### config.mk
export PLATFORM = sky130hd
export DESIGN_NAME = bpa_ctrl
export DESIGN_NICKNAME = d
export VERILOG_FILES = /design/src/design/bpa_pkg.sv /design/src/design/bpa_ctrl.sv
export SDC_FILE = /design/constraint.sdc
export NUM_CORES = 1
export LEC_CHECK = 0
export BUFFER_PORTS_ARGS = -buffer_cell sky130_fd_sc_hd__buf_2
export CORE_MARGIN = 10
export CORE_UTILIZATION = 49
export DETAILED_ROUTE_END_ITERATION = 7
export GPL_ROUTABILITY_DRIVEN = 0
export GPL_TIMING_DRIVEN = 0
export HOLD_SLACK_MARGIN = 0.02
export PLACE_DENSITY = 0.77
export SLEW_MARGIN = 40
export SYNTH_ARGS = -nofsm -noshare
export SYNTH_HDL_FRONTEND = slang
export SYNTH_SLANG_ARGS = --single-unit
### constraint.sdc
create_clock -name aclk -period 2.7 [get_ports aclk]
set_input_delay 0.135 -clock aclk [delete_from_list [all_inputs] [get_ports aclk]]
set_output_delay 0.135 -clock aclk [all_outputs]
set_load 0.01 [all_outputs]
### src/design/bpa_pkg.sv
// ----------------------------------------------------------------------------
// bpa_pkg
// Shared types and constants for the bitmap page allocator.
// ----------------------------------------------------------------------------
package bpa_pkg;

    localparam int COUNT_W    = 7;
    localparam int POOL_W     = 13;
    localparam int ADDR_W     = 32;
    localparam int CFG_IDX_W  = 2;

    localparam logic [CFG_IDX_W-1:0] REG_PHYS_BASE  = 2'd0;
    localparam logic [CFG_IDX_W-1:0] REG_VIRT_BASE  = 2'd1;
    localparam logic [CFG_IDX_W-1:0] REG_POOL_PAGES = 2'd2;

    localparam logic [ADDR_W-1:0] PHYS_BASE_RST  = 32'h0020_0000;
    localparam logic [ADDR_W-1:0] VIRT_BASE_RST  = 32'hC010_0000;
    localparam logic [POOL_W-1:0] POOL_PAGES_RST = 13'd3840;

    // controller -> datapath
    typedef struct packed {
        logic clr;       // clear one entry of both maps
        logic latch_req; // capture the incoming request
        logic start_v;   // arm virtual scan from bit 0
        logic scan_v;    // virtual run search
        logic mark_v;    // set one bit of the virtual run
        logic start_p;   // arm physical scan from hint
        logic scan_p;    // physical free-bit search
        logic take_p;    // claim physical bit, load page result
        logic load_fail; // load failure result
    } cmd_t;

    // datapath -> controller
    typedef struct packed {
        logic clr_done;
        logic req_bad;
        logic v_found;
        logic v_end;
        logic mark_done;
        logic p_found;
        logic p_end;
        logic out_free;
        logic last_page;
    } sts_t;

endpackage

### src/design/bpa_ctrl.sv
// ----------------------------------------------------------------------------
// bpa_ctrl
// Sequencer for clearing, run search, marking and per-page allocation.
// ----------------------------------------------------------------------------
module bpa_ctrl (
    input  logic          aclk,
    input  logic          aresetn,
    input  logic          s_valid,
    output logic          s_ready,
    input  bpa_pkg::sts_t sts,
    output bpa_pkg::cmd_t cmd
);
    import bpa_pkg::*;

    typedef enum logic [8:0] {
        ST_CLEAR = 9'b0_0000_0001,
        ST_IDLE  = 9'b0_0000_0010,
        ST_CHECK = 9'b0_0000_0100,
        ST_VSCAN = 9'b0_0000_1000,
        ST_VMARK = 9'b0_0001_0000,
        ST_PSTRT = 9'b0_0010_0000,
        ST_PSCAN = 9'b0_0100_0000,
        ST_PEMIT = 9'b0_1000_0000,
        ST_FAIL  = 9'b1_0000_0000
    } state_t;

    state_t state_reg, state_next;

    assign s_ready = (state_reg == ST_IDLE);

    always_comb begin
        state_next = state_reg;
        cmd        = '0;
        unique case (state_reg)
            ST_CLEAR: begin
                cmd.clr = 1'b1;
                if (sts.clr_done) state_next = ST_IDLE;
            end
            ST_IDLE: begin
                if (s_valid) begin
                    cmd.latch_req = 1'b1;
                    state_next    = ST_CHECK;
                end
            end
            ST_CHECK: begin
                if (sts.req_bad) begin
                    state_next = ST_FAIL;
                end else begin
                    cmd.start_v = 1'b1;
                    state_next  = ST_VSCAN;
                end
            end
            ST_VSCAN: begin
                cmd.scan_v = 1'b1;
                if (sts.v_found)    state_next = ST_VMARK;
                else if (sts.v_end) state_next = ST_FAIL;
            end
            ST_VMARK: begin
                cmd.mark_v = 1'b1;
                if (sts.mark_done) state_next = ST_PSTRT;
            end
            ST_PSTRT: begin
                cmd.start_p = 1'b1;
                state_next  = ST_PSCAN;
            end
            ST_PSCAN: begin
                cmd.scan_p = 1'b1;
                if (sts.p_found)    state_next = ST_PEMIT;
                else if (sts.p_end) state_next = ST_FAIL;
            end
            ST_PEMIT: begin
                if (sts.out_free) begin
                    cmd.take_p = 1'b1;
                    state_next = sts.last_page ? ST_IDLE : ST_PSTRT;
                end
            end
            ST_FAIL: begin
                if (sts.out_free) begin
                    cmd.load_fail = 1'b1;
                    state_next    = ST_IDLE;
                end
            end
            default: state_next = ST_CLEAR;
        endcase
    end

    always_ff @(posedge aclk) begin
        if (!aresetn) state_reg <= ST_CLEAR;
        else          state_reg <= state_next;
    end

endmodule

## Word-level counts from Yosys, hierarchy flattened

Cells that the tools add are included.

- Flip-flop bits (word level): 9
- Bits of input ports: 12
- Output and inout port bits: 10
- Word-level logic and storage cells: 42

- Equality and inequality tests: 16
- Mux-type cells: 24
- Reduce and logical (&&, ||, !) cells: 1

Operators with widths:

| cell | number |
|---|---|
| 9-bit two-way mux | 10 |
| 9-bit case mux with 9 select lines | 1 |
| 1-bit two-way mux | 12 |
| 2-bit != test (second input constant) | 5 |
| 9-bit by 1-bit equality test with 1-bit output (second input constant) | 1 |
| 9-bit by 2-bit equality test with 1-bit output (second input constant) | 1 |
| 9-bit by 3-bit equality test with 1-bit output (second input constant) | 1 |
| 9-bit by 4-bit equality test with 1-bit output (second input constant) | 1 |
| 9-bit by 5-bit equality test with 1-bit output (second input constant) | 1 |
| 9-bit by 6-bit equality test with 1-bit output (second input constant) | 1 |
| 9-bit by 7-bit equality test with 1-bit output (second input constant) | 1 |
| 9-bit by 8-bit equality test with 1-bit output (second input constant) | 1 |
| 9-bit equality test (second input constant) | 1 |
| 7-bit AND reduction | 1 |
| 6-bit two-way mux | 1 |
| 3-bit != test (second input constant) | 2 |

## Logic depth before layout (Yosys ltp)

- Word-level depth: 3
- Gate-level depth with buffers: 7
- Depth with buffers taken out: 6

## Least setup slack after synthesis

OpenSTA, ideal clock, no wires.

- Kind: register to register
- Start point: register state_reg[8]
- End point: register state_reg[1]
- Setup time: 0.119 ns
- Data arrival time: 1.767 ns
- Data required time: 2.581 ns
- Setup slack: 0.814 ns
- Stages on the path, launching flop included: 7
- Path buffers: 1
- Clock period less this slack: 1.886 ns
- Cells stage by stage: dfxtp_1 -> buf_2 -> or4b_2 -> o32ai_2 -> a211oi_1 -> and2_4 -> o221a_1

- Word-level cells in the longest chain between the ends: 3
- Elaborated cells between the ends (all ways): 18
- Classes of those cells: eq/ne (16); mux (1); reduce/logical (1)

RTL lines:

| item | line | RTL |
|---|---|---|
| from (decl) | bpa_ctrl.sv:27 | `state_t state_reg, state_next;` |
| from (signal assigned) | bpa_ctrl.sv:89 | `else state_reg <= state_next;` |
| 9-bit by 4-bit equality test with 1-bit output, or another cell as far along | bpa_ctrl.sv:34 | `unique case (state_reg)` |
| 3-bit != test (no line) / 2-bit != test (equally long branches) | -- |  |
| 7-bit AND reduction (no line) | -- |  |

Parallel ways exist; a longest one is shown, timed or not.
A chain may end at the register's enable or synchronous reset.

==> flow_summary.yaml <==
outcome:
  status: "completed"
yosys:
  synth.distinct_cells: 39
  syn_area_um2: 711
  synth-edff-count: 0
  synth_top_family_by_area: "simple AND/OR/NAND/NOR gates"
  synth-seq-cells: 9
  yosys-mux-area-fraction_pct: 0
  synthTopCellsByCount: "nor2_1 (10), dfxtp_1 (9), nor3_1 (7)"
  synthXorXnorAreaFrac_pct: 0
  ys_seq_area_share_pct: 25.4
  yosys_warnings: 0
  synth_area_leaders: "dfxtp_1 (25%), nor2_1 (5.3%), nor3_1 (4.9%)"
  synth_fp_nets: 103
  ys_async_sr_fraction_pct: 0
  synth-compound-area-share_pct: 25.5
  synth_fa_ha_area_share_pct: 0
  synth_top_area_cell: "dfxtp_1"
  ys.flop_type: "dfxtp_1"
  yosysTopAreaCellShare_pct: 25.4
  synthSimpleGateAreaFrac_pct: 44.7
  syn_inst: 91
  synth.most_common_cell: "nor2_1"
  postSynthAreaPerCell_um2: 7.81
placed_design:
  place.port_buffers: 20
  place_ws_ps: 608
  dpl.hpwl_mm: 1.53
  placed_area_um2: 830
clock_tree:
  cts_sinks: 9
  cts-root-buf: "clkbuf_4"
  post_cts_buffers: 0
  cts.path.max_buffers: 2
  cts_max_level: 1
  cts_tree: "built"
  numCtsBuffers: 3
  cts_resized: 0
  clock_latency_ps: 260
  ctsHoldBuffers: 0
  cts.clk_slew.worst_paths_ps: 60
setup_path:
  required_ps: 2570
  slowest_stage: "or3_1"
  startpoint_type: "flip-flop"
  rr_startpoint: "state_reg[6]$_SDFFE_PN0P_"
  cp.arrival_ps: 2000
  crit_path_end_kind: "output port"
  critPathMaxFanout: 9
  cp_slowest_stage_delay_ps: 450
  path_buf_inv: 2
  crit_chain: "clkbuf_1, or3_1, nor3_1, nand3_1, nor2_1, buf_2"
  worstSetupPathType: "reg -> out"
  cpLargestDelayFamily: "simple AND/OR/NAND/NOR gates"
  startpoint: "state_reg[1]$_SDFFE_PN0P_"
routing:
  routedWlPerCell_um: 14.4
  num_vias: 759
  drc: 0
  drt_wl_total_mm: 1.87
  initialDrtViolationCount: 20
  first_pass_iters: 6
  via_per_inst: 5.84
  antenna_left: 0
finish:
  diodes: 0
  fin_area_um2: 856
  final_net_count: 128
  syn_to_final_growth_pct: 20.4
  largest_reg_flops: 9
  drive_gt1_share_pct: 27.8
floorplanning:
  dieArea_mm2: 0.00337
  die_x_um: 58.1
  num_rows: 13
  initial_core_util_pct: 53.3
  die_y_um: 58.1
  io_pins: 22
  core_area_mm2: 0.00133
power_and_ir_drop:
  leakagePower_uw: 0.000380
  power_density_mw_per_mm2: 661
  vdd_drop_max_uv: 354
grt:
  grt_pass1_wl_mm: 3.22
  grt_pass1_vias: 766
  antenna_found_initial: 0
  track_usage_pct: 11.7
  gr-total-overflow: 0
  grt_max_degree: 11
timing:
  worstMarginPinSlew_ps: 488
  max_slew_margin_pct: 67.2
  finalCritPeriodShare_pct: 79.2
  rsz0062_at_grt: "false"
  fmaxAchievable_mhz: 468
  finalMaxSlewViolations: 0
  finalHoldViolations: 0
  setup_tns_ps: 0
  fin_ws_ps: 563
  setup_viol: 0
  fin_crit_ps: 2140
  clock_skew_ps: 2.15
job:
  drv_cap: 0
worst_hold_path:
  min_from: "sts[8]"
  min_path_type: "in -> reg"
[cell type report]
cell class	instances	area [um2]
Fill cell	127	478
Sequential cell	9	180
Multi-Input combinational cell	74	499
Clock buffer	4	26.3
Inverter	5	18.8
Buffer	3	12.5
Timing Repair Buffer	20	100
Tap cell	15	18.8
[per-stage QoR]
| stage | util (%) | hold WS (ps) | power [uW] | cells |
|---|---|---|---|---|
| after floorplan | - | 265 | 391 | 91 |
| after global placement | 62.2 | 409 | 462 | 126 |
| after detailed placement | 62.2 | 428 | 469 | 126 |
| after CTS | 64.2 | 156 | 572 | 130 |
| after global routing | 64.2 | 143 | 618 | 130 |
| final | 64.2 | 156 | 566 | 130 |
[layout by cell type (no fill, tap or decap), drive strengths merged, types with 2 or more instances in the layout]
cell type / n
a21oi: 3
and2: 2
and3: 2
buf: 21
clkbuf: 6
dfxtp: 9
inv: 5
nand2: 5
nand2b: 3
nand3: 4
nor2: 10
nor2b: 3
nor3: 7
nor3b: 2
nor4: 2
o211ai: 4
o21ai: 3
o221a: 2
o221ai: 2
or2b: 2
or4: 3
or4b: 2
[path summary, 6_finish.rpt]
kind	to	slack, ps	depth (start not counted)
setup / recovery	cmd[0]	560	6
hold / removal	state_reg[0]$_SDFFE_PN1P_	160	2
setup reg to reg	state_reg[8]$_SDFFE_PN0P_	590	5
hold reg to reg	state_reg[7]$_SDFFE_PN0P_	600	2
[logic make-up (layout without fill, tap and decap cells)]
logic type             Yosys count  count (layout)
buffers and inverters            8              32
DFF                              9               9
and+or+nand+nor                 52              52
AOI/OAI and AO/OA               22              22
[power breakdown]
group | switching, uW | total [uW] | internal, uW
Clock | 45.7 | 103 | 56.9
Sequential | 18.2 | 170 | 152
Combinational | 169 | 293 | 124
Total | 233 | 566 | 333
[per-layer routing]
| metal | up-vias | track usage (%) | part of all wire (%) |
|---|---|---|---|
| met2 | 22 | 19.3 | 49 |
| met5 | - | 0 | 0 |
| met4 | 0 | 2.01 | 0.59 |
| met1 | 342 | 13.3 | 43 |
| li1 | 393 | - | - |
| met3 | 2 | 5.88 | 7.1 |
(Power assumes the default switching activity.)
